===== config.mk =====
export PLATFORM = sky130hd
export DESIGN_NAME = rtp_midi_command_parser
export DESIGN_NICKNAME = d
export VERILOG_FILES = /design/src/sv/rmcp_pkg.sv /design/src/sv/rtp_midi_command_parser.sv /design/src/sv/rmcp_parse_core.sv /design/src/sv/rmcp_out_skid.sv
export SDC_FILE = /design/constraint.sdc
export NUM_CORES = 1
export LEC_CHECK = 0
export ABC_AREA = 1
export BUFFER_PORTS_ARGS = -buffer_cell sky130_fd_sc_hd__buf_4
export CORE_MARGIN = 3
export CORE_UTILIZATION = 55
export DETAILED_ROUTE_END_ITERATION = 10
export PLACE_DENSITY = 0.85
export SLEW_MARGIN = 40
export SYNTH_ARGS = -nofsm -noshare
export SYNTH_HDL_FRONTEND = slang
export SYNTH_SLANG_ARGS = --single-unit

===== constraint.sdc =====
create_clock -name clk -period 10.92 [get_ports clk]
set_input_delay 2.73 -clock clk [delete_from_list [all_inputs] [get_ports clk]]
set_output_delay 2.73 -clock clk [all_outputs]
set_load 0.005 [all_outputs]

===== src/sv/rmcp_pkg.sv =====
// Shared types, codes and the status-byte classifier for the RTP-MIDI
// command section parser. No dependencies.
`timescale 1ns / 1ps

package rmcp_pkg;

    // Parse phases
    typedef enum logic [2:0] {
        PH_IDLE   = 3'd0,
        PH_HEADER = 3'd1,
        PH_LEN2   = 3'd2,
        PH_DELTA  = 3'd3,
        PH_STATUS = 3'd4,
        PH_DATA1  = 3'd5,
        PH_DATA2  = 3'd6,
        PH_SYSEX  = 3'd7
    } phase_t;

    // Status classes
    typedef enum logic [2:0] {
        CLS_INVALID = 3'd0,
        CLS_ONE     = 3'd1,
        CLS_TWO     = 3'd2,
        CLS_THREE   = 3'd3,
        CLS_SYSEX   = 3'd4
    } status_class_t;

    // Result kinds
    localparam logic [1:0] KIND_MSG   = 2'd0;
    localparam logic [1:0] KIND_SYSEX = 2'd1;
    localparam logic [1:0] KIND_ERROR = 2'd2;

    localparam logic [3:0] HEADER_BYTES  = 4'd12;
    localparam int         SYSEX_MAX_DEF = 128;

    localparam logic [7:0] FLAG_B      = 8'h80;
    localparam logic [7:0] FLAG_Z      = 8'h20;
    localparam logic [7:0] STATUS_SOX  = 8'hF0;
    localparam logic [7:0] STATUS_EOX  = 8'hF7;
    localparam logic [7:0] STATUS_SYS  = 8'hF0;
    localparam logic [7:0] HI_NIBBLE   = 8'hF0;

    typedef struct packed {
        logic [1:0]  kind;
        logic [7:0]  msg_type;
        logic [4:0]  channel;
        logic [7:0]  data_first;
        logic [7:0]  data_second;
        logic [7:0]  sysex_byte;
        logic [7:0]  byte_count;
        logic [27:0] delta_time;
        logic        last;
    } result_t;

    // Classify a status byte by message length
    function automatic status_class_t status_class(input logic [7:0] s);
        status_class_t cls;
        cls = CLS_INVALID;
        if (s inside {[8'h80:8'hEF]}) begin
            if (s[7:4] inside {4'hC, 4'hD})
                cls = CLS_TWO;
            else
                cls = CLS_THREE;
        end else begin
            case (s)
                8'hF0:                             cls = CLS_SYSEX;
                8'hF1, 8'hF3:                      cls = CLS_TWO;
                8'hF2:                             cls = CLS_THREE;
                8'hF6, 8'hF8, 8'hFA, 8'hFB,
                8'hFC, 8'hFE, 8'hFF:               cls = CLS_ONE;
                default:                           cls = CLS_INVALID;
            endcase
        end
        return cls;
    endfunction

endpackage


===== src/sv/rtp_midi_command_parser.sv =====
// RTP-MIDI command section parser: top level joining the parse core and
// the result skid register. Depends on rmcp_pkg, rmcp_parse_core, rmcp_out_skid.
//
// Usage:
//   Input channel (in_valid/in_ready): one packet byte per transfer, with
//   packet_start high on the first byte of each packet. The 12-byte RTP
//   header is skipped, then the command section is decoded.
//   Output channel (out_valid/out_ready): at most one result per input
//   byte: a complete MIDI message, one SysEx byte, or an invalid-status
//   error after which the rest of the packet is dropped.
//   Throughput: one byte per cycle while in_ready is high; the parse state
//   update from the state registers to the output register is combinational.
//   Result path: a result is registered in the output register, or in the skid
//   register while the output register still holds an earlier result.
//   Stall: the output and skid registers hold up to two results; in_ready
//   drops only while both are full, and no result is lost or repeated.
//   Reset (rst_n low, asynchronous): the parser waits for packet_start and
//   both result registers are emptied.
`timescale 1ns / 1ps

module rtp_midi_command_parser #(
    parameter int SYSEX_MAX = rmcp_pkg::SYSEX_MAX_DEF
) (
    input  logic        clk,
    input  logic        rst_n,
    input  logic        in_valid,
    output logic        in_ready,
    input  logic [7:0]  data_byte,
    input  logic        packet_start,
    output logic        out_valid,
    input  logic        out_ready,
    output logic [1:0]  kind,
    output logic [7:0]  msg_type,
    output logic [4:0]  channel,
    output logic [7:0]  data_first,
    output logic [7:0]  data_second,
    output logic [7:0]  sysex_byte,
    output logic [7:0]  byte_count,
    output logic [27:0] delta_time,
    output logic        last
);
    import rmcp_pkg::*;

    logic    byte_fire;
    logic    res_valid;
    result_t res;
    result_t out_data;

    assign byte_fire = in_valid && in_ready;

    // Decode one byte per transfer
    rmcp_parse_core #(
        .SYSEX_MAX (SYSEX_MAX)
    ) u_core (
        .clk          (clk),
        .rst_n        (rst_n),
        .byte_fire    (byte_fire),
        .data_byte    (data_byte),
        .packet_start (packet_start),
        .res_valid    (res_valid),
        .res          (res)
    );

    // Hold results for the receiver
    rmcp_out_skid u_out (
        .clk       (clk),
        .rst_n     (rst_n),
        .push      (res_valid),
        .push_data (res),
        .can_take  (in_ready),
        .out_valid (out_valid),
        .out_ready (out_ready),
        .out_data  (out_data)
    );

    assign kind        = out_data.kind;
    assign msg_type    = out_data.msg_type;
    assign channel     = out_data.channel;
    assign data_first  = out_data.data_first;
    assign data_second = out_data.data_second;
    assign sysex_byte  = out_data.sysex_byte;
    assign byte_count  = out_data.byte_count;
    assign delta_time  = out_data.delta_time;
    assign last        = out_data.last;

endmodule


===== src/sv/rmcp_parse_core.sv =====
// Per-byte parse state machine: header skip, section length, delta time,
// MIDI message and SysEx decode. Depends on rmcp_pkg.
`timescale 1ns / 1ps

module rmcp_parse_core #(
    parameter int SYSEX_MAX = rmcp_pkg::SYSEX_MAX_DEF
) (
    input  logic              clk,
    input  logic              rst_n,
    input  logic              byte_fire,
    input  logic [7:0]        data_byte,
    input  logic              packet_start,
    output logic              res_valid,
    output rmcp_pkg::result_t res
);
    import rmcp_pkg::*;

    localparam logic [7:0] SysexLimit = 8'(SYSEX_MAX);

    phase_t       phase_reg, phase_next;
    logic [3:0]   hcount_reg, hcount_next;
    logic [11:0]  rem_reg, rem_next;
    logic         fhd_reg, fhd_next;
    logic         seen_reg, seen_next;
    logic [27:0]  dacc_reg, dacc_next;
    logic [1:0]   oct_reg, oct_next;
    logic [7:0]   status_reg, status_next;
    logic [7:0]   dhold_reg, dhold_next;
    logic [7:0]   sxcnt_reg, sxcnt_next;

    logic [11:0]  rem_dec;
    logic         sec_last;
    logic [11:0]  len2_val;
    logic [7:0]   sxcnt_inc;
    logic         sx_end;
    status_class_t cls_in;
    status_class_t cls_held;
    logic [7:0]   msg_status;
    logic [7:0]   msg_type_v;

    // Shared decode terms
    assign rem_dec    = rem_reg - 12'd1;
    assign sec_last   = (rem_dec == 12'd0);
    assign len2_val   = {rem_reg[3:0], data_byte};
    assign sxcnt_inc  = sxcnt_reg + 8'd1;
    assign sx_end     = (data_byte == STATUS_EOX) || sec_last || (sxcnt_inc >= SysexLimit);
    assign cls_in     = status_class(data_byte);
    assign cls_held   = status_class(status_reg);
    assign msg_status = (phase_reg == PH_STATUS) ? data_byte : status_reg;
    assign msg_type_v = (msg_status < STATUS_SYS) ? (msg_status & HI_NIBBLE) : msg_status;

    // Next state
    always_comb
    begin
        phase_next  = phase_reg;
        hcount_next = hcount_reg;
        rem_next    = rem_reg;
        fhd_next    = fhd_reg;
        seen_next   = seen_reg;
        dacc_next   = dacc_reg;
        oct_next    = oct_reg;
        status_next = status_reg;
        dhold_next  = dhold_reg;
        sxcnt_next  = sxcnt_reg;
        if (byte_fire) begin
            if (packet_start) begin
                phase_next  = PH_HEADER;
                hcount_next = 4'd1;
            end else begin
                case (phase_reg)
                    PH_IDLE:
                    begin
                    end
                    PH_HEADER:
                    begin
                        if (hcount_reg < HEADER_BYTES) begin
                            hcount_next = hcount_reg + 4'd1;
                        end else begin
                            rem_next  = {8'd0, data_byte[3:0]};
                            fhd_next  = (data_byte & FLAG_Z) != 8'd0;
                            seen_next = 1'b0;
                            if ((data_byte & FLAG_B) != 8'd0) begin
                                phase_next = PH_LEN2;
                            end else begin
                                dacc_next = '0;
                                oct_next  = '0;
                                if (data_byte[3:0] == 4'd0)
                                    phase_next = PH_IDLE;
                                else if ((data_byte & FLAG_Z) != 8'd0)
                                    phase_next = PH_DELTA;
                                else
                                    phase_next = PH_STATUS;
                            end
                        end
                    end
                    PH_LEN2:
                    begin
                        rem_next  = len2_val;
                        dacc_next = '0;
                        oct_next  = '0;
                        if (len2_val == 12'd0)
                            phase_next = PH_IDLE;
                        else if (seen_reg || fhd_reg)
                            phase_next = PH_DELTA;
                        else
                            phase_next = PH_STATUS;
                    end
                    default:
                    begin
                        if (rem_reg == 12'd0) begin
                            phase_next = PH_IDLE;
                        end else begin
                            rem_next = rem_dec;
                            case (phase_reg)
                                PH_DELTA:
                                begin
                                    dacc_next = {dacc_reg[20:0], data_byte[6:0]};
                                    if (!data_byte[7] || oct_reg == 2'd3) begin
                                        oct_next   = '0;
                                        phase_next = sec_last ? PH_IDLE : PH_STATUS;
                                    end else begin
                                        oct_next = oct_reg + 2'd1;
                                        if (sec_last)
                                            phase_next = PH_IDLE;
                                    end
                                end
                                PH_STATUS:
                                begin
                                    status_next = data_byte;
                                    seen_next   = 1'b1;
                                    case (cls_in)
                                        CLS_INVALID:
                                            phase_next = PH_IDLE;
                                        CLS_ONE:
                                        begin
                                            dacc_next  = '0;
                                            oct_next   = '0;
                                            phase_next = sec_last ? PH_IDLE : PH_DELTA;
                                        end
                                        CLS_SYSEX:
                                        begin
                                            sxcnt_next = 8'd1;
                                            if (sec_last || (8'd1 >= SysexLimit)) begin
                                                dacc_next  = '0;
                                                oct_next   = '0;
                                                phase_next = sec_last ? PH_IDLE : PH_DELTA;
                                            end else begin
                                                phase_next = PH_SYSEX;
                                            end
                                        end
                                        default:
                                            phase_next = sec_last ? PH_IDLE : PH_DATA1;
                                    endcase
                                end
                                PH_DATA1:
                                begin
                                    if (cls_held == CLS_TWO) begin
                                        dacc_next  = '0;
                                        oct_next   = '0;
                                        phase_next = sec_last ? PH_IDLE : PH_DELTA;
                                    end else begin
                                        dhold_next = data_byte;
                                        phase_next = sec_last ? PH_IDLE : PH_DATA2;
                                    end
                                end
                                PH_DATA2:
                                begin
                                    dacc_next  = '0;
                                    oct_next   = '0;
                                    phase_next = sec_last ? PH_IDLE : PH_DELTA;
                                end
                                PH_SYSEX:
                                begin
                                    sxcnt_next = sxcnt_inc;
                                    if (sx_end) begin
                                        dacc_next  = '0;
                                        oct_next   = '0;
                                        phase_next = sec_last ? PH_IDLE : PH_DELTA;
                                    end
                                end
                                default:
                                    phase_next = PH_IDLE;
                            endcase
                        end
                    end
                endcase
            end
        end
    end

    // Result for the byte being taken
    always_comb
    begin
        res_valid       = 1'b0;
        res             = '0;
        res.delta_time  = dacc_reg;
        res.msg_type    = msg_type_v;
        res.channel     = 5'({1'b0, msg_status[3:0]} + 5'd1);
        if (byte_fire && !packet_start && rem_reg != 12'd0) begin
            case (phase_reg)
                PH_STATUS:
                begin
                    case (cls_in)
                        CLS_INVALID:
                        begin
                            res_valid    = 1'b1;
                            res.kind     = KIND_ERROR;
                            res.msg_type = '0;
                            res.channel  = '0;
                        end
                        CLS_ONE:
                        begin
                            res_valid      = 1'b1;
                            res.kind       = KIND_MSG;
                            res.channel    = '0;
                            res.byte_count = 8'd1;
                        end
                        CLS_SYSEX:
                        begin
                            res_valid      = 1'b1;
                            res.kind       = KIND_SYSEX;
                            res.msg_type   = STATUS_SOX;
                            res.channel    = '0;
                            res.sysex_byte = data_byte;
                            if (sec_last || (8'd1 >= SysexLimit)) begin
                                res.last       = 1'b1;
                                res.byte_count = 8'd1;
                            end
                        end
                        default:
                        begin
                        end
                    endcase
                end
                PH_DATA1:
                begin
                    if (cls_held == CLS_TWO) begin
                        res_valid      = 1'b1;
                        res.kind       = KIND_MSG;
                        res.data_first = data_byte;
                        res.byte_count = 8'd2;
                    end
                end
                PH_DATA2:
                begin
                    res_valid       = 1'b1;
                    res.kind        = KIND_MSG;
                    res.data_first  = dhold_reg;
                    res.data_second = data_byte;
                    res.byte_count  = 8'd3;
                end
                PH_SYSEX:
                begin
                    res_valid      = 1'b1;
                    res.kind       = KIND_SYSEX;
                    res.msg_type   = STATUS_SOX;
                    res.channel    = '0;
                    res.sysex_byte = data_byte;
                    if (sx_end) begin
                        res.last       = 1'b1;
                        res.byte_count = sxcnt_inc;
                    end
                end
                default:
                begin
                end
            endcase
        end
        if (!res_valid)
            res = '0;
    end

    // State registers
    always_ff @(posedge clk or negedge rst_n)
    begin
        if (!rst_n) begin
            phase_reg  <= PH_IDLE;
            hcount_reg <= '0;
            rem_reg    <= '0;
            fhd_reg    <= 1'b0;
            seen_reg   <= 1'b0;
            dacc_reg   <= '0;
            oct_reg    <= '0;
            status_reg <= '0;
            dhold_reg  <= '0;
            sxcnt_reg  <= '0;
        end else begin
            phase_reg  <= phase_next;
            hcount_reg <= hcount_next;
            rem_reg    <= rem_next;
            fhd_reg    <= fhd_next;
            seen_reg   <= seen_next;
            dacc_reg   <= dacc_next;
            oct_reg    <= oct_next;
            status_reg <= status_next;
            dhold_reg  <= dhold_next;
            sxcnt_reg  <= sxcnt_next;
        end
    end

endmodule


===== src/sv/rmcp_out_skid.sv =====
// Two-entry result register (output stage plus skid stage) that lets the
// parser keep taking bytes while a result waits. Depends on rmcp_pkg.
`timescale 1ns / 1ps

module rmcp_out_skid (
    input  logic              clk,
    input  logic              rst_n,
    input  logic              push,
    input  rmcp_pkg::result_t push_data,
    output logic              can_take,
    output logic              out_valid,
    input  logic              out_ready,
    output rmcp_pkg::result_t out_data
);
    import rmcp_pkg::*;

    logic    ovalid_reg, ovalid_next;
    logic    svalid_reg, svalid_next;
    result_t odata_reg, odata_next;
    result_t sdata_reg, sdata_next;
    logic    pop;

    assign pop       = ovalid_reg && out_ready;
    assign can_take  = !svalid_reg;
    assign out_valid = ovalid_reg;
    assign out_data  = odata_reg;

    // Load new results and move them between the skid and output stages
    always_comb
    begin
        ovalid_next = ovalid_reg;
        svalid_next = svalid_reg;
        odata_next  = odata_reg;
        sdata_next  = sdata_reg;
        if (svalid_reg) begin
            if (pop) begin
                odata_next  = sdata_reg;
                svalid_next = 1'b0;
            end
        end else if (!ovalid_reg || pop) begin
            ovalid_next = push;
            if (push)
                odata_next = push_data;
        end else if (push) begin
            sdata_next  = push_data;
            svalid_next = 1'b1;
        end
    end

    // Control flags
    always_ff @(posedge clk or negedge rst_n)
    begin
        if (!rst_n) begin
            ovalid_reg <= 1'b0;
            svalid_reg <= 1'b0;
        end else begin
            ovalid_reg <= ovalid_next;
            svalid_reg <= svalid_next;
        end
    end

    // Payload, no reset
    always_ff @(posedge clk)
    begin
        odata_reg <= odata_next;
        sdata_reg <= sdata_next;
    end

endmodule

==> results.txt, run 1 <==
- In the synthesized netlist the async set-or-reset flop fraction comes to 33.6%.
- Detailed placement ended at an HPWL of 15.5 mm.
- Clock latency on the worst-skew pair: 530 ps
- Worst min-delay path class: register to register
- Number of setup violations in the final report: 0
* H-Tree Depth: 1
* Master of the slowest instance on the critical path: sky130_fd_sc_hd__a21oi_4
* Worst Clk Skew: 16.3 ps
* Final hold violation count: 0
- Buf/Inv on CP: 4
* Detailed-route wire length: 24.3 mm
* Worst Setup End Kind: register
- The multi-input combinational cells in the finished layout cover a total of 3290 µm².
- Synth Flop Type: sky130_fd_sc_hd__edfxtp_1
- Number of warnings reported in the yosys synthesis log: 0
- Delay of the slowest critical-path stage: 540 ps
- TritonCTS clock tree: built
* Number of buffers added on ports: 90
- Post-layout minimum cycle time: 5470 ps
* Drt first pass iters: 6
- Cell with the most instances on the worst path: sky130_fd_sc_hd__nand2_1
* Filler cell count in the final layout: 1,340
- After detailed routing, the number of remaining DRC violations is 0.
- In the global route stage, overall resource usage came out at 23.6%.
- Post-synth EDFFs: 152
- DRC violation total after the first TritonRoute iteration: 957
- In the final routed layout, each cell accounts on average for 16.9 µm.
- Congestion Overflow GR: 0
- Critical Path Fanout Max: 45
- Worst EP arrival: 5630 ps
- FF+latch area: 6490 µm²
- The average instance in the mapped netlist occupies 9.40 µm².
- Count of state elements after synthesis: 229
* # clock sinks: 229
* Hold-fix buffers at CTS: 0
- Final GP Congestion: 0.928
- Synthesis produced a netlist whose cell count is 1,116.
- Counting tap cells, the placed design contains a total of 1,397 instances.
- The number of pins exceeding their max-slew limit in the final report came to 0.
* RSZ-0062 raised after global routing: false
- Category of the critical setup timing path: primary input to register
* Number of routed nets with antenna violations: 0
- 91 I/O pins were placed.
- Clock-pin slew was measured on the worst setup and hold paths at 60 ps.
- After the flow finishes, the layout carries non-filler instances totaling 1,443.
- Post-CTS repair changed the size of 0 cells.
* Number of core rows: 49
* CP startpoint kind: primary input
- Entering global routing, the biggest net connects 98 pins.
- For this run, the top clock speed supported by timing is 183 MHz.
- Number of nets in the synthesized netlist: 1,135
- The number of clock buffers added by TritonCTS is 25.
- The first global-routing pass estimated 39.5 mm of wire.
* Final critical-path setup slack: 5450 ps
- Ordered list of cells on the worst path: buf_4 > nand2_1 > nor2_1 > nand2_1 > inv_2 > nand2_1 > a21oi_4 > buf_8 > buf_4
* ANT cells: 0
- The number of antenna violations at the first check in global routing came to 0.
* Routed vias/inst: 5.70
- In this run, distinct cell masters in the synthesized netlist total 38.
- Vias after detailed routing: 8,219
* Transition time of the tightest slew-check pin: 767 ps
* Area added between synthesis and finish: 16.3%
- Core Footprint: 18,300 µm²
* Buffer type at the clock tree root: sky130_fd_sc_hd__clkbuf_16
- Broken down by cell family, the worst path's largest delay share belongs to buffers and inverters.
- In this run the post-CTS setup repair buffer count came out at 0.
* Total Nets Final: 1,214
* Data required, critical path: 11,080 ps
- Chip Width: 144 µm
- Effective utilization at floorplan: 57.2%
- Result of the run: finished, final reports clean
* Combined area of all synthesized cells: 10,500 µm²
- Final worst-path cycle share: 50.1%
- Cells with a size suffix above 1 make up 14.7% of the layout.
- The worst-case IR drop observed on VDD is 0.193 mV.
* Slew headroom: 48.8%
* Worst setup slack after placement: 4970 ps
- The die is 144 µm tall.
- Across the run, the number of max-cap violations was 0.
- Area of the die: 20,800 µm²
- Sum of negative setup slack: 0 ps
- Pwr per Cell Area: 224 nW/µm²
* Via count of the first global-routing pass: 7,750
- Leakage power: 0.00539 µW
* Share of synthesized area occupied by flip-flops and latches: 61.9%
* Maximum root-to-sink buffer count: 3
cells by family after synthesis:
logic type / Yosys count / share of synthesized area (%)
AOI/OAI and AO/OA: 141 / 7.40
xor gates and xnor gates: 3 / 0.251
DFF: 229 / 61.9
adders and majority gates: 6 / 0.716
and+or+nand+nor: 563 / 22.8
buffers and inverters: 174 / 6.88
layout by cell type, fill, tap and decap left out, types with 4 or more instances in the layout:
cell type / n
sky130_fd_sc_hd__nor2_1: 109
sky130_fd_sc_hd__a21oi_1: 13
sky130_fd_sc_hd__o211ai_1: 4
sky130_fd_sc_hd__edfxtp_1: 152
sky130_fd_sc_hd__o22ai_1: 13
sky130_fd_sc_hd__buf_4: 92
sky130_fd_sc_hd__clkbuf_8: 5
sky130_fd_sc_hd__o21ai_1: 4
sky130_fd_sc_hd__nand2_1: 342
sky130_fd_sc_hd__inv_2: 11
sky130_fd_sc_hd__ha_1: 6
sky130_fd_sc_hd__clkbuf_16: 25
sky130_fd_sc_hd__bufinv_16: 4
sky130_fd_sc_hd__inv_1: 117
sky130_fd_sc_hd__clkbuf_1: 6
sky130_fd_sc_hd__dfrtp_1: 76
sky130_fd_sc_hd__o21ai_0: 91
sky130_fd_sc_hd__nand4_1: 39
sky130_fd_sc_hd__nand2_2: 7
sky130_fd_sc_hd__nor2_2: 11
sky130_fd_sc_hd__a22oi_1: 6
sky130_fd_sc_hd__nor3_1: 12
sky130_fd_sc_hd__nand3_1: 31
metal layers:
metal	GRT usage (%)	vias up	share of wire, %
met5	0	-	0
met4	6.49	0	2.3
met3	3.77	63	7.9
met2	38.9	409	48
met1	33.0	3905	41
li1	-	3842	-
synth_stat cells (10+ instances only):
library cell,count,area [µm²]
sky130_fd_sc_hd__nand2_1,344,1290
sky130_fd_sc_hd__edfxtp_1,152,4560
sky130_fd_sc_hd__inv_1,117,439
sky130_fd_sc_hd__nor2_1,109,409
sky130_fd_sc_hd__o21ai_0,91,455
sky130_fd_sc_hd__dfrtp_1,77,1930
sky130_fd_sc_hd__nand4_1,39,244
sky130_fd_sc_hd__nand3_1,31,155
sky130_fd_sc_hd__clkbuf_1,22,82.6
sky130_fd_sc_hd__a21oi_1,14,70.1
sky130_fd_sc_hd__nor3_1,13,65.1
sky130_fd_sc_hd__o22ai_1,13,81.3
sky130_fd_sc_hd__inv_2,11,41.3
sky130_fd_sc_hd__nor2_2,11,68.8
sky130_fd_sc_hd__buf_2,10,50.1
power breakdown:
group | switching, µW | internal (µW) | leakage, µW
combinational | 478 | 200 | 0.00246
sequential | 89.2 | 1060 | 0.00250
clock | 344 | 555 | 0.000426
total | 911 | 1810 | 0.00539
per-stage QoR:
stage | area, µm² | util, % | total power, µW | hold WS [ps]
global placement | 11300 | 61.5 | 1800 | 455
global route | 12200 | 66.5 | 2880 | 484
floorplan | 10500 | - | 1650 | 446
detailed placement | 11300 | 61.6 | 1830 | 462
CTS | 12200 | 66.5 | 2720 | 468
finish | 12200 | 66.5 | 2730 | 464
worst paths after layout:
kind                       cells after the start  slack [ps]                              to                            from
hold / removal                                 0         460    u_out.sdata_reg[2]$_DFFE_PP_  u_core.dacc_reg[1]$_DFFE_PN0P_
min in group asynchronous                      1        2250  u_core.dacc_reg[9]$_DFFE_PN0P_                           rst_n
setup reg to reg                               9        6590   u_out.sdata_reg[55]$_DFFE_PP_      u_out.svalid_reg$_DFF_PN0_
hold reg to reg                                0         460    u_out.sdata_reg[2]$_DFFE_PP_  u_core.dacc_reg[1]$_DFFE_PN0P_
setup / recovery                               9        5450   u_out.sdata_reg[55]$_DFFE_PP_                        in_valid
max in group asynchronous                      1        8130      u_out.svalid_reg$_DFF_PN0_                           rst_n
layout make-up:
type	count	share of cell area, %
inverters	130	4.00
repair buffers	96	6.06
well taps	229	2.35
clock buffers	36	5.88
clock inverters	10	1.45
multi-input cells	713	27.0
flip-flops and latches	229	53.2
Power figures use the tool's default switching activity.
==> inputs of run 2 (changes only) <==
--- a/config.mk
+++ b/config.mk
@@ -5,12 +5,12 @@
 export SDC_FILE = /design/constraint.sdc
 export NUM_CORES = 1
 export LEC_CHECK = 0
-export ABC_AREA = 1
+export ABC_AREA = 0
 export BUFFER_PORTS_ARGS = -buffer_cell sky130_fd_sc_hd__buf_4
 export CORE_MARGIN = 3
 export CORE_UTILIZATION = 55
 export DETAILED_ROUTE_END_ITERATION = 10
-export PLACE_DENSITY = 0.85
+export PLACE_DENSITY = 0.86
 export SLEW_MARGIN = 40
 export SYNTH_ARGS = -nofsm -noshare
 export SYNTH_HDL_FRONTEND = slang
==> constraint.sdc (replaced) <==
create_clock -name clk -period 5.6 [get_ports clk]
set_input_delay 1.4 -clock clk [delete_from_list [all_inputs] [get_ports clk]]
set_output_delay 1.4 -clock clk [all_outputs]
set_load 0.005 [all_outputs]
==> results.txt, run 2 <==
- Of all cell types, the one taking the most synthesized area is sky130_fd_sc_hd__edfxtp_1.
- Synth Flop Type: sky130_fd_sc_hd__edfxtp_1
* Leading cell types in the layout, fill and taps excluded: 152 x sky130_fd_sc_hd__edfxtp_1, 118 x sky130_fd_sc_hd__nand2_1, 95 x sky130_fd_sc_hd__buf_4
- Number of nets in the synthesized netlist: 851 (-25%)
- The flop and latch count out of synthesis came to 229 (unchanged).
* Leading cell types by total area after synthesis: sky130_fd_sc_hd__edfxtp_1 45%, sky130_fd_sc_hd__dfrtp_1 19%, sky130_fd_sc_hd__mux2_2 5.2%
- The final global-route overflow total came to 0 (unchanged).
* Drt first pass iters: 6 (unchanged)
- The post-synthesis cell type count was 67 (+76%).
- Peak VDD IR: 0.231 mV (+20%)
- Number of routed nets with antenna violations: 0 (unchanged)
- Yosys instantiated no cell more often than sky130_fd_sc_hd__edfxtp_1.
* Reg2Reg Depth: 7 (-2)
- Resize count post-CTS: 0 (unchanged)
- Share of synthesized cell area in full adder, half adder and majority cells: 0.744% (+0.028 points)
- The clock slew at the register clock pins of the worst setup and hold paths was 60 ps (about the same).
- CP startpoint kind: primary input
- The initial standard-cell utilization of the core is 57.3% (+0.13 points).
- Final GP Congestion: 0.951 (+2.5%)
- The tightest min-delay check is of the register to register type.
* Utilization after layout: 66.3% (-0.21 points)
- The number of synthesized flops with an enable pin is 152 (unchanged).
- Chip Width: 141 µm (-1.8%)
- Of the available clock period, the critical path in the final layout requires 65.7%.
- Number of setup violations in the final report: 0 (unchanged)
* DRC Markers: 0 (unchanged)
- Sum of negative setup slack: 0 ps (unchanged)
* H-Tree Depth: 1 (unchanged)
- The count of boundary I/O pins came to 91 (unchanged).
- The static leakage was 0.00491 µW (-8.9%).
* Number of buffers added on ports: 90 (unchanged)
* Hold-fix buffers at CTS: 0 (unchanged)
- The transition time at the pin with the least slew margin is 776 ps (+9.29 ps).
- The synthesized area per cell came to 12.1 µm² (+29%).
- From synthesis to final layout, the design area changed by 15.7%.
- The final count of hold timing violations came to 0 (unchanged).
* Maximum root-to-sink buffer count: 3 (unchanged)
* Share of the synthesized netlist area taken by xor and xnor gates: 0.781% (+0.53 points)
* Worst Clk Skew: 14.8 ps (-1.50 ps)
- Category of the critical setup timing path: primary input to register
- The post-detailed-placement half-perimeter wirelength is 14.4 mm (-6.9%).
- The reported max-cap violation count came to 0 (unchanged).
- Via count of the first global-routing pass: 6,888 (-11%)
- Total Nets Final: 926 (-24%)
* Fraction of the mapped netlist area in compound gates: 13.0% (+5.6 points)
- The register-to-register setup slack is 2460 ps (-4130 ps).
- Routed vias/inst: 6.12 (+7.4%)
- Combined area of all synthesized cells: 10,100 µm² (-3.8%)
* Commonest cells in the synthesized netlist: 152 x sky130_fd_sc_hd__edfxtp_1, 118 x sky130_fd_sc_hd__nand2_1, 77 x sky130_fd_sc_hd__dfrtp_1, 64 x sky130_fd_sc_hd__o21ai_0, 62 x sky130_fd_sc_hd__nor2_1
* Synthesized instance count: 832 (-25%)
* DRC violation total after the first TritonRoute iteration: 753 (-21%)
- The number of warnings printed during yosys synthesis was 0 (unchanged).
- Detailed-route wire length: 22.5 mm (-7.6%)
- The fraction of synthesized area in multiplexers was 5.64% (+5.6 points).
- The run finished with clean final reports.
* Worst r2r dst: u_core.dacc_reg[23]$_DFFE_PN0P_
- Buffer type at the clock tree root: sky130_fd_sc_hd__clkbuf_16
- The worst register-to-register path begins at u_core.rem_reg[0]$_DFFE_PN0P_.
- Top-area cell type share of the netlist area: 45.2% (+1.7 points)
- The share of cells above drive strength 1 was 21.9% (+7.2 points).
* Max-slew violation count: 0 (unchanged)
* Total routing usage reported by global routing: 22.3% (-1.3 points)
- Final-layout worst hold slack: 474 ps (+9.81 ps)
- Total instance count after detailed placement: 1,107 (-21%)
- Area of the die: 20,000 µm² (-3.6%)
- The post-CTS repair timing setup buffer count came to 0 (unchanged).
- The detail-routed net length per standard cell came to 19.6 µm (+16%).
- Global-route wire length before repair: 36.1 mm (-8.4%)
- TritonCTS buffer count: 23 (-8.0%)
* Share of synthesized area occupied by flip-flops and latches: 64.3% (+2.4 points)
- # clock sinks: 229 (unchanged)
- The number of antenna cells inserted came to 0 (unchanged).
* Count of non-filler cells in the finished layout: 1,149 (-20%)
* Number of core rows: 48 (-2.0%)
- The basic-gate share of the synthesized area counting and, or, nand and nor cells is 13.0% (-9.9 points).
- The worst-path maximum fanout came to 48 (+6.7%).
* DIE HEIGHT: 141 µm (-1.8%)
* Worst Setup End Kind: register
- Most common cell after layout, fill and taps aside: sky130_fd_sc_hd__edfxtp_1
- Vias after detailed routing: 7,032 (-14%)
- The critical path ends at u_out.out_data[46]$_DFFE_PP_.
* Slew headroom: 48.2% (-0.56 points)
- The share of async-settable or async-resettable flops after synthesis is 33.6% (unchanged).
* Pwr per Cell Area: 318 nW/µm² (+42%)
- Crit. Startpoint: in_valid
* Largest net degree at the start of global routing: 77 (-21%)
- RSZ-0062 raised after global routing: false
- Clock latency on the worst-skew pair: 510 ps (-20 ps)
- Dominant combinational cell family by area after synthesis: simple AND/OR/NAND/NOR gates
- Peak clock frequency supported by timing: 272 MHz
- TritonCTS clock tree: built
- The data required time of the critical path is 5740 ps (-5340 ps).
- Post-layout minimum cycle time: 3680 ps
- The post-layout total power came to 3720 µW (+36%).
* Antenna violations before repair: 1 (+1)
* Core Footprint: 17,600 µm² (-4.0%)
- Worst EP arrival: 3810 ps (-1820 ps)
-- run 2: cell count changes in the layout (fill, tap and decap cells not counted), sizes merged, moves of 7 or more --
cell   previous run  this run
nor2            123        63
mux2              0        47
a21o              0        38
and2              0        14
o21ai            98        71
and3              0        15
nand3            34        12
o22ai            13         2
a21oi            14        34
a22oi             6        13
nand4            39         3
inv             130        14
nand2           349       118
-- run 2: critical path, cell delays in order --
cell and delay (ps):
sky130_fd_sc_hd__buf_4 90, sky130_fd_sc_hd__nor2b_1 540, sky130_fd_sc_hd__nand2b_1 220, sky130_fd_sc_hd__nor3_1 540, sky130_fd_sc_hd__o31ai_2 260, sky130_fd_sc_hd__a2bb2oi_4 200
sky130_fd_sc_hd__buf_4 510
-- run 2: where the power goes --
part / switching [µW] / internal, µW / leakage [µW] / total (µW)
Combinational: 257 / 148 / 0.00201 / 405
Clock: 626 / 818 / 0.000348 / 1440
Sequential: 46.1 / 1820 / 0.00255 / 1870
Total: 929 / 2790 / 0.00491 / 3720
-- run 2: how the worst min path moves through the flow --
stage	startpoint	endpoint	slack [ps]	cells past startpoint
final	u_core.dacc_reg[22]$_DFFE_PN0P_	u_out.sdata_reg[23]$_DFFE_PP_	470	0
after global routing	u_core.dacc_reg[22]$_DFFE_PN0P_	u_out.sdata_reg[23]$_DFFE_PP_	490	0
after CTS	u_core.dacc_reg[22]$_DFFE_PN0P_	u_out.sdata_reg[23]$_DFFE_PP_	480	0
after detailed placement	u_core.dacc_reg[22]$_DFFE_PN0P_	u_out.sdata_reg[23]$_DFFE_PP_	460	0
after global placement	u_core.dacc_reg[21]$_DFFE_PN0P_	u_out.sdata_reg[22]$_DFFE_PP_	460	0
after floorplan	u_core.dacc_reg[21]$_DFFE_PN0P_	u_out.sdata_reg[22]$_DFFE_PP_	440	0
-- run 2: cell families (layout without fill, tap and decap cells) --
| logic type | after synthesis | in the layout |
|---|---|---|
| adders and majority gates | 6 | 6 |
| muxes | 51 | 51 |
| xor gates and xnor gates | 9 | 9 |
| buffers and inverters | 58 | 150 |
| AOI/OAI and AO/OA | 203 | 203 |
| and+or+nand+nor | 276 | 276 |
| DFF | 229 | 229 |
-- run 2: metal layers --
metal	routed length [µm]	track usage, %	vias to the layer above
li1	-	-	3200
met3	1460	3.30	73
met2	11300	37.3	312
met5	0	0	-
met1	8970	29.6	3447
met4	802	9.04	0
-- run 2: area by class of cell --
type	instances	area, µm²
Timing Repair Buffer	97	744
Clock inverter	10	66.3
Multi-Input combinational cell	545	3390
Clock buffer	32	649
Inverter	11	41.3
Sequential cell	229	6490
Tap cell	225	282
Fill cell	1231	5930
-- run 2: metrics by stage --
stage	setup WS (ps)	cell area (µm²)
floorplan	683	10100
finish	1920	11700
global placement	1580	10900
detailed placement	1450	10900
CTS	1960	11600
global route	1750	11700
==> inputs of run 3 (changes only) <==
--- a/config.mk
+++ b/config.mk
@@ -8,9 +8,9 @@
 export ABC_AREA = 0
 export BUFFER_PORTS_ARGS = -buffer_cell sky130_fd_sc_hd__buf_4
 export CORE_MARGIN = 3
-export CORE_UTILIZATION = 55
+export CORE_UTILIZATION = 54
 export DETAILED_ROUTE_END_ITERATION = 10
-export PLACE_DENSITY = 0.86
+export PLACE_DENSITY = 0.87
 export SLEW_MARGIN = 40
 export SYNTH_ARGS = -nofsm -noshare
 export SYNTH_HDL_FRONTEND = slang
==> constraint.sdc (replaced) <==
create_clock -name clk -period 3 [get_ports clk]
set_input_delay 0.75 -clock clk [delete_from_list [all_inputs] [get_ports clk]]
set_output_delay 0.75 -clock clk [all_outputs]
set_load 0.005 [all_outputs]
==> results.txt, run 3 (synthesized netlist as in run 2, its figures left out) <==
- The run finished with clean final reports.
- Most common cell after layout, fill and taps aside: sky130_fd_sc_hd__edfxtp_1
* Number of setup violations in the final report: 0 (unchanged)
- The critical path is of the register to register type.
- Total routing usage reported by global routing: 22.0% (-0.33 points)
- The clock slew at the register clock pins of the worst setup and hold paths was 60 ps (about the same).
- The vias after detailed routing was 7,223 (+2.7%).
- Pwr per Cell Area: 577 nW/µm² (+81%)
- The total clock sinks is 229 (unchanged).
- The met3 usage in global routing came to 4.42% (+1.1 points).
- Global-route wire length before repair: 36.3 mm (+0.53%)
* TritonCTS buffer count: 22 (-4.3%)
- The number of nets still failing antenna checks after routing came to 0 (unchanged).
* Number of primary I/O pins: 91 (unchanged)
* Largest net degree at the start of global routing: 77 (unchanged)
- The worst-path maximum fanout was 7 (-85%).
- The clock tree skew after final layout was 11.3 ps (-3.58 ps).
- Buffer type at the clock tree root: sky130_fd_sc_hd__clkbuf_16
* Max-Cap Viols: 0 (unchanged)
* Met1 Resource Use GR: 30.2% (+0.60 points)
- The placement row count is 49 (+2.1%).
* Leading cell types in the layout, fill and taps excluded: 152 x sky130_fd_sc_hd__edfxtp_1, 118 x sky130_fd_sc_hd__nand2_1, 117 x sky130_fd_sc_hd__buf_4
- Clock latency on the worst-skew pair: 500 ps (about the same)
* DRC violation total after the first TritonRoute iteration: 709 (-5.8%)
- Average routed wire per standard cell: 19.6 µm (+0.15%)
- Antenna violations before repair: 0 (-1)
- The total of buffers placed on input and output ports was 90 (unchanged).
- Core Footprint: 18,100 µm² (+3.1%)
- The die width came to 143 µm (+0.88%).
- Final worst-path cycle share: 94.0%
- The number of buffers on the longest clock path came to 3 (unchanged).
- The internal portion of total power is 5140 µW (+84%).
- The total of cells resized after clock tree synthesis came to 0 (unchanged).
- The share of total power consumed by net switching was 24.8% (-0.25 points).
- The number of global-route vias before repair is 7,056 (+2.4%).
* Total Nets Final: 949 (+2.5%)
- Global route hottest layer: met2
* Detailed-route wire length: 23.0 mm (+2.2%)
- Derived from the worst setup path, the maximum achievable clock frequency is 354 MHz.
* Effective utilization at floorplan: 55.6% (-1.7 points)
- Area of the die: 20,400 µm² (+1.8%)
- The part of the total power dissipated in combinational logic came to 12.7% (+1.8 points).
- After layout, the minimum clock period comes to 2820 ps.
* Utilization after layout: 65.2% (-1.1 points)
- Max-slew violation count: 0 (unchanged)
* Sum of negative setup slack: 0 ps (unchanged)
- The worst setup path is captured at a register.
- The highest ir drop seen on vdd is 0.303 mV (+31%).
- The arrival time of data at the critical path endpoint is 3070 ps (-740 ps).
- Met2 track demand over resource: 35.3% (-2.0 points)
* Post-CTS setup buffers: 0 (unchanged)
- The net load switching power is 1690 µW (+82%).
* Sequential Power Share: 51.0% (+0.8 points)
- Fraction of final layout cells with drive strength greater than 1: 23.2% (+1.4 points)
* Data required, critical path: 3250 ps (-2490 ps)
* Hold-fix buffers at CTS: 0 (unchanged)
* Drt first pass iters: 5 (-1)
- The transition time at the pin with the least slew margin came to 784 ps (+7.63 ps).
- The weighted congestion reported at the end of routability-driven placement came to 0.987 (+3.8%).
- The post-layout total power came to 6830 µW (+84%).
- Congestion Overflow GR: 0 (unchanged)
- Routed vias/inst: 6.16 (+0.70%)
* DIE HEIGHT: 143 µm (+0.88%)
* Worst min-delay path class: primary input to asynchronous set/reset pin
- The final count of hold timing violations is 0 (unchanged).
- From synthesis to final layout, the design area changed by 17.3%.
- Total instance count after detailed placement: 1,135 (+2.5%)
- Setup repair after global routing left no endpoint under its margin.
* Count of non-filler cells in the finished layout: 1,172 (+2.0%)
- DRC Markers: 0 (unchanged)
- ANT cells: 0 (unchanged)
* Slew headroom: 47.2% (-0.99 points)
- TritonCTS built the clock tree.
- The maximum level of the CTS H-tree came to 1 (unchanged).
* Clock share of power: 36.3% (-2.6 points)
- Leakage power: 0.00500 µW (+2.0%)
* CP startpoint kind: register
* Detail Placement HPWL: 14.8 mm (+2.9%)
## run 3: stage by stage
| step | area, µm² | hold WS [ps] | setup WS (ps) |
|---|---|---|---|
| after floorplan | 10200 | 443 | -827 |
| after global placement | 11200 | 460 | 267 |
| after detailed placement | 11200 | 469 | 162 |
| after CTS | 11800 | 250 | 161 |
| after global routing | 11800 | 254 | 32.1 |
| final | 11800 | 228 | 179 |
## run 3: metal layers
| layer | routed length (µm) | vias up | part of all wire, % |
|---|---|---|---|
| li1 | - | 3246 | - |
| met1 | 9370 | 3523 | 41 |
| met2 | 11000 | 386 | 48 |
| met3 | 1940 | 68 | 8.4 |
| met4 | 649 | 0 | 2.8 |
| met5 | 0 | - | 0 |
## run 3: worst paths after layout
path                                            startpoint                              end  slack (ps)  depth (start not counted)
hold reg to reg            u_core.dacc_reg[24]$_DFFE_PN0P_    u_out.sdata_reg[25]$_DFFE_PP_         480                          0
setup reg to reg             u_core.rem_reg[0]$_DFFE_PN0P_     u_out.out_data[35]$_DFFE_PP_         180                          9
setup / recovery             u_core.rem_reg[0]$_DFFE_PN0P_     u_out.out_data[35]$_DFFE_PP_         180                          9
max in group asynchronous                            rst_n  u_core.dacc_reg[10]$_DFFE_PN0P_        2090                          2
min in group clk           u_core.dacc_reg[24]$_DFFE_PN0P_    u_out.sdata_reg[25]$_DFFE_PP_         480                          0
hold / removal                                       rst_n      u_out.out_valid$_DFFE_PN0P_         230                          1
## run 3: final cells by class
| type | count | area [µm²] |
|---|---|---|
| flip-flops and latches | 229 | 6490 |
| fillers | 1272 | 6310 |
| multi-input cells | 545 | 3440 |
| repair buffers | 121 | 950 |
| clock buffers | 33 | 613 |
| well taps | 229 | 287 |
| inverters | 11 | 41.3 |
| clock inverters | 4 | 16.3 |
## run 3: power by group through the flow
stage               Combinational [µW]  Clock (µW)  Sequential (µW)
floorplan                          591           0             3510
global placement                   818           0             3540
detailed placement                 836           0             3540
CTS                                850        2510             3480
global route                       954        2640             3490
finish                             870        2480             3480
## run 3: worst max-delay path, cell delays in order (launching register included)
cell and delay (ps):
sky130_fd_sc_hd__dfrtp_1 450, sky130_fd_sc_hd__inv_1 90, sky130_fd_sc_hd__ha_1 260, sky130_fd_sc_hd__or4b_4 560, sky130_fd_sc_hd__nand2b_1 100, sky130_fd_sc_hd__o22ai_1 110
sky130_fd_sc_hd__o311a_1 470, sky130_fd_sc_hd__o21ai_4 250, sky130_fd_sc_hd__nor2_1 100, sky130_fd_sc_hd__a21o_1 180
